`config.mk`:
```
export PLATFORM = sky130hd
export DESIGN_NAME = periodic_message_scheduler_unit
export DESIGN_NICKNAME = d
export VERILOG_FILES = /design/src/design/pms_pkg.sv /design/src/design/periodic_message_scheduler_unit.sv /design/src/design/pms_table.sv /design/src/design/pms_walker.sv
export SDC_FILE = /design/constraint.sdc
export NUM_CORES = 1
export LEC_CHECK = 0
export ABC_AREA = 0
export BUFFER_PORTS_ARGS = -buffer_cell sky130_fd_sc_hd__buf_2
export CELL_PAD_IN_SITES_DETAIL_PLACEMENT = 0
export CELL_PAD_IN_SITES_GLOBAL_PLACEMENT = 1
export CORE_UTILIZATION = 53
export DETAILED_ROUTE_END_ITERATION = 16
export HOLD_SLACK_MARGIN = 0.02
export PLACE_DENSITY_LB_ADDON = 0.1
export SLEW_MARGIN = 20
export SYNTH_ARGS = -nofsm -noshare
export SYNTH_HDL_FRONTEND = slang
export SYNTH_SLANG_ARGS = --single-unit
export TNS_END_PERCENT = 20
```
`constraint.sdc`:
```
create_clock -name clk_i -period 5.69 [get_ports clk_i]
set_input_delay 0.8535 -clock clk_i [delete_from_list [all_inputs] [get_ports clk_i]]
set_output_delay 0.8535 -clock clk_i [all_outputs]
set_load 0.01 [all_outputs]
```
`src/design/pms_pkg.sv`:
```
// Shared types and constants of the periodic message scheduler.
package pms_pkg;

  localparam int unsigned MaxEntriesDefault = 16;
  localparam int unsigned WalkLimit         = 16;
  localparam int unsigned AddrW             = 3;
  localparam int unsigned IdW               = 16;
  localparam int unsigned RateW             = 16;
  localparam int unsigned CountW            = 16;
  localparam int unsigned IndexW            = 4;
  localparam int unsigned ActiveW           = 5;

  localparam logic [AddrW-1:0] RegActiveEntries = 3'd0;

  localparam logic ActTick = 1'b0;
  localparam logic ActLoad = 1'b1;

  typedef struct packed {
    logic [IdW-1:0]    id;
    logic [RateW-1:0]  rate;
    logic [CountW-1:0] count;
  } entry_t;

  typedef struct packed {
    logic [IdW-1:0]    message_id;
    logic [IndexW-1:0] entry;
    logic              last;
  } result_t;

endpackage

```
`src/design/periodic_message_scheduler_unit.sv`:
```
// Top level of the periodic message scheduler with its configuration register.
//
// A load item (action 1) writes one schedule table entry, if entry_index_i is
// below MAX_ENTRIES, and produces no result; busy stays low. A tick item
// (action 0) walks entries 0 to N-1, where N is active_entries limited to
// sixteen and to MAX_ENTRIES, reading one entry per cycle through the table's
// single read port and writing its updated count back; busy is high while the
// walk runs, and a tick with N of zero does not raise it. Each entry that fires
// yields one result transfer on sent_message_id_o, fired_entry_o and last_o,
// marked by result_valid_o for exactly one cycle; the receiver cannot stall, so
// every strobed cycle is a transfer. last_o marks the final result of a tick; a
// tick in which nothing fires gives no transfer at all. Each hit is held back
// until the next hit or the end of the walk is known, so the last result appears
// in the first cycle with busy low. Table entries are undefined until loaded, and
// a tick must not walk an entry that was never loaded. active_entries sits at
// byte address 0 of the APB port; the user must write it only while idle, as the
// block itself does not enforce this.
module periodic_message_scheduler_unit #(
  parameter int unsigned MAX_ENTRIES = pms_pkg::MaxEntriesDefault
) (
  input  logic                          clk_i,
  input  logic                          rst_ni,
  input  logic                          psel,
  input  logic                          penable,
  input  logic                          pwrite,
  input  logic [pms_pkg::AddrW-1:0]     paddr,
  input  logic [31:0]                   pwdata,
  output logic [31:0]                   prdata,
  output logic                          pready,
  input  logic                          start,
  output logic                          busy,
  input  logic                          action_i,
  input  logic [pms_pkg::IndexW-1:0]    entry_index_i,
  input  logic [pms_pkg::IdW-1:0]       message_id_i,
  input  logic [pms_pkg::RateW-1:0]     packet_rate_i,
  input  logic [pms_pkg::CountW-1:0]    start_count_i,
  output logic                          result_valid_o,
  output logic [pms_pkg::IdW-1:0]       sent_message_id_o,
  output logic [pms_pkg::IndexW-1:0]    fired_entry_o,
  output logic                          last_o
);
  import pms_pkg::*;

  localparam int unsigned AW = (MAX_ENTRIES > 1) ? $clog2(MAX_ENTRIES) : 1;

  logic [ActiveW-1:0] active_entries_q;
  logic               cfg_wr;

  logic               tbl_we;
  logic [AW-1:0]      tbl_waddr;
  entry_t             tbl_wdata;
  logic               tbl_re;
  logic [AW-1:0]      tbl_raddr;
  entry_t             tbl_rdata;
  result_t            res;

  // Configuration: a write transfer completes in the APB access phase.
  assign pready = 1'b1;
  assign cfg_wr = psel && penable && pwrite && pready;

  always_ff @(posedge clk_i or negedge rst_ni) begin
    if (!rst_ni) begin
      active_entries_q <= '0;
    end else if (cfg_wr && paddr == RegActiveEntries) begin
      active_entries_q <= pwdata[ActiveW-1:0];
    end
  end

  assign prdata = (paddr == RegActiveEntries) ? 32'(active_entries_q) : '0;

  pms_table #(
    .Depth (MAX_ENTRIES),
    .AW    (AW)
  ) u_table (
    .clk_i   (clk_i),
    .we_i    (tbl_we),
    .waddr_i (tbl_waddr),
    .wdata_i (tbl_wdata),
    .re_i    (tbl_re),
    .raddr_i (tbl_raddr),
    .rdata_o (tbl_rdata)
  );

  pms_walker #(
    .MaxEntries (MAX_ENTRIES),
    .AW         (AW)
  ) u_walker (
    .clk_i            (clk_i),
    .rst_ni           (rst_ni),
    .start            (start),
    .busy             (busy),
    .action_i         (action_i),
    .entry_index_i    (entry_index_i),
    .message_id_i     (message_id_i),
    .packet_rate_i    (packet_rate_i),
    .start_count_i    (start_count_i),
    .active_entries_i (active_entries_q),
    .tbl_we_o         (tbl_we),
    .tbl_waddr_o      (tbl_waddr),
    .tbl_wdata_o      (tbl_wdata),
    .tbl_re_o         (tbl_re),
    .tbl_raddr_o      (tbl_raddr),
    .tbl_rdata_i      (tbl_rdata),
    .res_valid_o      (result_valid_o),
    .res_o            (res)
  );

  assign sent_message_id_o = res.message_id;
  assign fired_entry_o     = res.entry;
  assign last_o            = res.last;

endmodule

```
`src/design/pms_table.sv`:
```
// Schedule table memory: one write port, one read port with registered read data.
module pms_table #(
  parameter int unsigned Depth = 16,
  parameter int unsigned AW    = 4
) (
  input  logic            clk_i,
  input  logic            we_i,
  input  logic [AW-1:0]   waddr_i,
  input  pms_pkg::entry_t wdata_i,
  input  logic            re_i,
  input  logic [AW-1:0]   raddr_i,
  output pms_pkg::entry_t rdata_o
);
  import pms_pkg::*;

  entry_t mem_q [Depth];
  entry_t rdata_q;

  always_ff @(posedge clk_i) begin
    if (we_i) begin
      mem_q[waddr_i] <= wdata_i;
    end
    if (re_i) begin
      rdata_q <= mem_q[raddr_i];
    end
  end

  assign rdata_o = rdata_q;

endmodule

```
`src/design/pms_walker.sv`:
```
// Tick walk sequencer: reads, updates and writes back table entries and forms results.
module pms_walker #(
  parameter int unsigned MaxEntries = pms_pkg::MaxEntriesDefault,
  parameter int unsigned AW         = 4
) (
  input  logic                           clk_i,
  input  logic                           rst_ni,
  input  logic                           start,
  output logic                           busy,
  input  logic                           action_i,
  input  logic [pms_pkg::IndexW-1:0]     entry_index_i,
  input  logic [pms_pkg::IdW-1:0]        message_id_i,
  input  logic [pms_pkg::RateW-1:0]      packet_rate_i,
  input  logic [pms_pkg::CountW-1:0]     start_count_i,
  input  logic [pms_pkg::ActiveW-1:0]    active_entries_i,
  output logic                           tbl_we_o,
  output logic [AW-1:0]                  tbl_waddr_o,
  output pms_pkg::entry_t                tbl_wdata_o,
  output logic                           tbl_re_o,
  output logic [AW-1:0]                  tbl_raddr_o,
  input  pms_pkg::entry_t                tbl_rdata_i,
  output logic                           res_valid_o,
  output pms_pkg::result_t               res_o
);
  import pms_pkg::*;

  localparam int unsigned LimInt = (MaxEntries < WalkLimit) ? MaxEntries : WalkLimit;
  localparam logic [ActiveW-1:0] Lim = ActiveW'(LimInt);

  logic               busy_q, busy_d;
  logic [ActiveW-1:0] walk_q, walk_d;
  logic [ActiveW-1:0] issue_q, issue_d;
  logic               s1_valid_q, s1_valid_d;
  logic [IndexW-1:0]  s1_idx_q, s1_idx_d;
  logic               done_q, done_d;
  logic               pend_valid_q, pend_valid_d;
  result_t            pend_q, pend_d;
  logic               res_valid_q, res_valid_d;
  result_t            res_q, res_d;

  logic               accept;
  logic [ActiveW-1:0] walk_req;
  logic [CountW:0]    next_count;
  logic               fire;

  assign accept   = start && !busy_q;
  assign walk_req = (active_entries_i > Lim) ? Lim : active_entries_i;

  // The count is compared one bit wider so that the increment never wraps.
  assign next_count = {1'b0, tbl_rdata_i.count} + {{CountW{1'b0}}, 1'b1};
  assign fire       = next_count >= {1'b0, tbl_rdata_i.rate};

  always_comb begin
    busy_d       = busy_q;
    walk_d       = walk_q;
    issue_d      = issue_q;
    s1_valid_d   = 1'b0;
    s1_idx_d     = s1_idx_q;
    done_d       = 1'b0;
    pend_valid_d = pend_valid_q;
    pend_d       = pend_q;
    res_valid_d  = 1'b0;
    res_d        = res_q;
    tbl_we_o     = 1'b0;
    tbl_waddr_o  = AW'(entry_index_i);
    tbl_wdata_o  = '{id: message_id_i, rate: packet_rate_i, count: start_count_i};
    tbl_re_o     = 1'b0;
    tbl_raddr_o  = AW'(issue_q);

    if (accept) begin
      if (action_i == ActLoad) begin
        tbl_we_o = 32'(entry_index_i) < MaxEntries;
      end else if (walk_req != '0) begin
        busy_d      = 1'b1;
        walk_d      = walk_req;
        tbl_re_o    = 1'b1;
        tbl_raddr_o = '0;
        issue_d     = ActiveW'(1);
        s1_valid_d  = 1'b1;
        s1_idx_d    = '0;
      end
    end else if (busy_q) begin
      if (issue_q < walk_q) begin
        tbl_re_o   = 1'b1;
        issue_d    = issue_q + ActiveW'(1);
        s1_valid_d = 1'b1;
        s1_idx_d   = IndexW'(issue_q);
      end
      if (s1_valid_q) begin
        tbl_we_o    = 1'b1;
        tbl_waddr_o = AW'(s1_idx_q);
        tbl_wdata_o = '{id: tbl_rdata_i.id, rate: tbl_rdata_i.rate,
                        count: fire ? '0 : next_count[CountW-1:0]};
        if (fire) begin
          // Hold the newest hit back until it is known whether another follows.
          if (pend_valid_q) begin
            res_valid_d = 1'b1;
            res_d       = pend_q;
          end
          pend_valid_d = 1'b1;
          pend_d       = '{message_id: tbl_rdata_i.id, entry: s1_idx_q, last: 1'b0};
        end
        done_d = (ActiveW'(s1_idx_q) + ActiveW'(1)) == walk_q;
      end
      if (done_q) begin
        busy_d       = 1'b0;
        pend_valid_d = 1'b0;
        if (pend_valid_q) begin
          res_valid_d = 1'b1;
          res_d       = '{message_id: pend_q.message_id, entry: pend_q.entry, last: 1'b1};
        end
      end
    end
  end

  always_ff @(posedge clk_i or negedge rst_ni) begin
    if (!rst_ni) begin
      busy_q       <= 1'b0;
      walk_q       <= '0;
      issue_q      <= '0;
      s1_valid_q   <= 1'b0;
      done_q       <= 1'b0;
      pend_valid_q <= 1'b0;
      res_valid_q  <= 1'b0;
    end else begin
      busy_q       <= busy_d;
      walk_q       <= walk_d;
      issue_q      <= issue_d;
      s1_valid_q   <= s1_valid_d;
      done_q       <= done_d;
      pend_valid_q <= pend_valid_d;
      res_valid_q  <= res_valid_d;
    end
  end

  always_ff @(posedge clk_i) begin
    s1_idx_q <= s1_idx_d;
    pend_q   <= pend_d;
    res_q    <= res_d;
  end

  assign busy        = busy_q;
  assign res_valid_o = res_valid_q;
  assign res_o       = res_q;

`ifndef NO_ASSERTIONS
  a_last_ends_walk: assert property (@(posedge clk_i) disable iff (!rst_ni)
    res_valid_q && res_q.last |-> !busy_q)
    else $error("last result seen while the walk is still running");

  a_idle_quiet: assert property (@(posedge clk_i) disable iff (!rst_ni)
    !busy_q |-> !s1_valid_q && !pend_valid_q && !done_q)
    else $error("walk pipeline active while idle");

  a_wb_only: assert property (@(posedge clk_i) disable iff (!rst_ni)
    busy_q && tbl_we_o |-> s1_valid_q)
    else $error("table write during walk without an entry in flight");

  a_issue_bound: assert property (@(posedge clk_i) disable iff (!rst_ni)
    busy_q |-> issue_q <= walk_q && walk_q <= Lim)
    else $error("read index ran past the walk length");
`endif

endmodule
```
* Word-level counts from Yosys, hierarchy flattened *
Memories as Yosys holds them, arrays and structs flattened. A register that Yosys moved wholly into a read port is not among the register bits.
Cells that the tools add are included.

word-level totals
  register bits after elaboration = 65
  memories = 1
  output and inout bits = 56
  word-level logic and storage cells = 99
  bits in writable memories = 768

memories
  name           words  bits a word  rd ports  clocked after memory_dff  write ports  RTL line         RTL
  u_table.mem_q  16     48           1         1                         1            pms_table.sv:16  entry_t mem_q [Depth];

cells by class
  equality and inequality tests = 3
  $lt $le $gt $ge = 3
  bitwise operators = 2
  add/sub/neg operators = 3
  muxes and demuxes = 56
  reduce and logical (&&, ||, !) cells = 17

operator list
  cell                                           number
  two-way mux 48 bit                             3
  two-way mux 21 bit                             5
  two-way mux 4 bit                              11
  two-way mux 5 bit                              7
  two-way mux 1 bit                              29
  adder 16 x 1 -> 17 bit, second input constant  1
  >= comparator 17 x 16 -> 1 bit                 1
  two-way mux 16 bit                             1
  AND reduction 4 bit                            3
  nonzero test 2 bit                             4
  adder 4 x 1 -> 5 bit, second input constant    1
  adder 5 x 1 -> 5 bit, second input constant    1
  == test 5 bit                                  1
  > comparator 5 bit, second input constant      1
  < comparator 5 bit                             1
  nonzero test 5 bit                             1
  logical AND 1 bit                              4
  != test 2 bit, second input constant           2
  AND reduction 2 bit                            2
  logical NOT 3 bit                              1
  AND reduction 3 bit                            1
  NOT 1 bit                                      2
  logical NOT 1 bit                              1

* Logic depth before layout (Yosys ltp) *
  word-level depth = 8
  gate-level depth with buffers = 13
  depth with buffers taken out = 11

* By module *
From an unflattened synthesis, not the netlist that was laid out.

second synthesis, totals
  cell total of the unflattened synthesis = 1666
  area, all modules = 34575.7 µm²

modules (own cells, without submodules)
  module                           times used  area an instance (µm²)  cells each
  pms_table                        1           30171.4                 1242
  pms_walker                       1           3918.8                  376
  periodic_message_scheduler_unit  1           485.5                   48

* Worst setup path after synthesis *
Ideal clock, no wire load.

  kind = register -> register
  from = reg, netlist name u_table.rdata_o[4]
  to = reg (tool-made name)
  setup time = 0.397 ns
  slack = 1.702 ns
  cell stages (with the launch flop) = 14
  clock period less this slack = 3.988 ns
  arrival time = 3.592 ns
  path buffers = 2
  cell sequence = edfxtp_1 > nand4_1 > or2_2 > nor3_1 > xor2_1 > ha_1 > o21a_1 > o21ai_0 > or2_2 > o211ai_1 > clkbuf_1 > a21oi_1 > clkbuf_1 > nor2_1

==> qor.json <==
{
  "timing": {
    "final-hold-violation-count": 0,
    "slew_headroom_pct": 21.6,
    "max_freq_ghz": 0.239,
    "rsz0062_at_grt": "false",
    "time_the_final_worst_path_needs_with_i_o_delays_and_setup_ns": 4.18,
    "setup_total_negative_slack_ns": 0,
    "total_of_endpoints_with_negative_setup_slack_in_the_final_report": 0,
    "skew_ns": 0.0230,
    "timing_worst_slew_pin_value_ns": 1.18,
    "final.period_utilization_pct": 73.5,
    "report.final.slew_viol_count": 0
  },
  "global_routing": {
    "grt_pass1_vias": 20000,
    "antenna_found_initial": 0,
    "grt.total_usage_pct": 26.9,
    "grt_start_max_net_pins": 118,
    "wire_length_of_the_first_global_routing_pass_um": 133000,
    "sum_of_overflow_across_all_layers_after_global_routing": 0
  },
  "finish": {
    "syn_to_final_growth_pct": 13.5,
    "finish.net_count": 2427,
    "seqCellArea_um2": 26400,
    "drive_gt1_share_pct": 21.6,
    "n_antenna_cell": 0,
    "multi_input_comb_area_um2": 8820,
    "instances_no_fill": 3252,
    "fillerInstances": 4939
  },
  "clock_network": {
    "clock_tree.buffer_depth": 3,
    "cts_tree": "done",
    "tritoncts_sinks": 881,
    "tritoncts.num_buffers": 91,
    "cts-htree-levels": 3,
    "postCtsHoldBufs": 0,
    "clock_tree.root_cell": "sky130_fd_sc_hd__clkbuf_16",
    "post_cts_buffers": 0,
    "clkTransAtPathRegs_ns": 0.06,
    "worstSkewPairLatency_ns": 0.65,
    "cts-resized-gates": 0
  },
  "routing": {
    "detailroute.via_count": 20200,
    "drt_pre_antenna_iters": 5,
    "post_drt_wl_per_cell_um": 28.1,
    "drt.antenna.violating_nets": 0,
    "dr.first_iter.drc_count": 1881,
    "wl_um": 91300,
    "post-route-drc-count": 0,
    "vias_per_cell": 6.22
  },
  "logic_synthesis": {
    "most_instantiated_library_cell_after_synthesis": "sky130_fd_sc_hd__edfxtp_1",
    "netlist_top_cells_count": "sky130_fd_sc_hd__edfxtp_1, sky130_fd_sc_hd__mux2i_1, sky130_fd_sc_hd__mux2_2",
    "yosys.area.top_type": "sky130_fd_sc_hd__edfxtp_1",
    "synth.lib_cells_used.distinct": 49,
    "post_synth_edffs": 861,
    "synth.yosys.seq_area_share_pct": 73.6,
    "syn_inst": 2193,
    "synth-seq-cells": 881,
    "synthesis.yosys.warnings": 0,
    "yosys.area.top_type_share_pct": 72.2,
    "ys_top_cells_by_area": "sky130_fd_sc_hd__edfxtp_1, sky130_fd_sc_hd__mux2i_1, sky130_fd_sc_hd__mux2_2",
    "netlist_area_um2": 35800,
    "postSynthAreaPerCell_um2": 16.3,
    "ys.flop_type": "sky130_fd_sc_hd__edfxtp_1",
    "postSynth.asyncResetShare_pct": 2.27
  },
  "worst_hold_path": {
    "min_path_type": "primary input to async pin"
  },
  "power": {
    "pwr_density_cell_nw_per_um2": 597,
    "power_leakage_nw": 13.9,
    "peak_ir_drop_on_the_vdd_network_mv": 0.389
  },
  "floorplanning": {
    "die_height_um": 262,
    "core-area_um2": 66300,
    "die_width_um": 262,
    "top_level_ports": 150,
    "initial_utilization_pct": 54.0,
    "fp-row-count": 94,
    "total_die_area_um2": 68700
  },
  "place": {
    "routabilityCongestion": 0.815,
    "place.port_buffers": 94,
    "numPlacedInstances": 3081,
    "dp.final_hpwl_um": 47300
  },
  "worst_setup_path": {
    "worstSetupEndpointType": "flop",
    "r2r_slack_ns": 1.51,
    "start_kind": "flop",
    "crit_path_category": "flop to flop",
    "path_max_fanout": 21,
    "worst-endpoint-arrival_ns": 4.45,
    "required_time_of_the_critical_path_ns": 5.96,
    "reg2reg_depth": 11,
    "worst_r2r_startpoint": "u_table.rdata_o[0]"
  },
  "run_status": {
    "run_status": "finished, final reports clean"
  },
  "job": {
    "cap_viol_max_count": 0
  }
}
report_power, final:
part,leakage (nW),internal (mW),switching [mW]
registers,8.08,9.61,0.558
clock network,1.56,3.86,2.47
logic,4.30,2.50,5.27
worst max-delay path by stage:
stage / cells past startpoint / slack, ns / start / to
after floorplan: 13 / 1.70 / u_table.rdata_o[4] / flop
after global placement: 11 / 1.17 / u_table.rdata_o[0] / flop
after detailed placement: 11 / 1.05 / u_table.rdata_o[0] / flop
after global routing: 11 / 1.21 / u_table.rdata_o[0] / flop
final: 11 / 1.51 / u_table.rdata_o[0] / flop
after CTS: 11 / 1.03 / u_table.rdata_o[0] / flop
per-stage QoR:
step	cell area, µm²	power [mW]	hold WS, ns	utilization (%)	setup slack (ns)
2_1_floorplan	35900	15.1	0.422	-	1.70
3_3_place_gp	37400	17.8	0.428	56.4	1.17
3_5_place_dp	37400	18.0	0.431	56.4	1.05
4_1_cts	40600	24.4	0.171	61.3	1.03
5_1_grt	40700	25.3	0.196	61.3	1.21
6_report	40700	24.3	0.173	61.3	1.51
per-layer routing:
layer	wire (µm)	vias up	track usage, %
li1	-	8895	-
met1	39600	10400	38.6
met2	43800	753	43.3
met3	5860	146	4.05
met4	1960	0	7.19
met5	0	-	0
cells by family after synthesis:
kind of cell / Yosys count / synth area share, %
flip-flops: 881 / 73.6
XOR/XNOR: 19 / 0.464
other: 2 / 0.0210
AND/OR/NAND/NOR: 274 / 3.55
AO/OA/AOI/OAI: 413 / 7.63
multiplexers: 380 / 11.2
buffers and inverters: 201 / 2.78
adder cells (fa/ha/maj): 23 / 0.803
registers in the layout (all words and copies together), names as in the netlist, 4 cells and up, named ones only:
| register | count |
|---|---|
| u_table.rdata_o | 48 |
| u_walker.issue_q | 5 |
| u_table.mem_q | 768 |
| u_walker.s1_idx_q | 4 |
| u_walker.pend_q | 20 |
| u_walker.walk_q | 5 |
| active_entries_q | 5 |
layout make-up:
| cell class | count | area share [%] |
|---|---|---|
| well taps | 864 | 2.66 |
| multi-input cells | 1137 | 21.7 |
| clock inverters | 64 | 2.05 |
| repair buffers | 170 | 2.62 |
| inverters | 29 | 0.268 |
| flip-flops and latches | 881 | 64.8 |
| clock buffers | 107 | 5.85 |
critical path, stage by stage, from the launching register on:
cell,delay [ns]
sky130_fd_sc_hd__edfxtp_1,0.43
sky130_fd_sc_hd__ha_1,0.21
sky130_fd_sc_hd__nand3_1,0.28
sky130_fd_sc_hd__nor3_1,0.32
sky130_fd_sc_hd__xor2_1,0.15
sky130_fd_sc_hd__ha_1,0.32
sky130_fd_sc_hd__o21a_1,0.11
sky130_fd_sc_hd__o21ai_0,0.08
sky130_fd_sc_hd__or2_2,0.30
sky130_fd_sc_hd__o211ai_1,0.67
sky130_fd_sc_hd__a21oi_4,0.34
sky130_fd_sc_hd__nor2_4,0.59
layout by cell type, fill, tap and decap left out, drive strengths merged, types with 50 or more instances in the layout:
cell type  synthesis  final
o21ai             93     93
mux2i            212    212
a31oi             52     52
nor2              99     99
nand3             74     74
edfxtp           861    861
nand2             50     50
clkbuf            70    107
a21oi             56     56
mux2             168    168
buf              102    170
o221ai            50     50
o211ai            50     50
(Power assumes the default switching activity.)
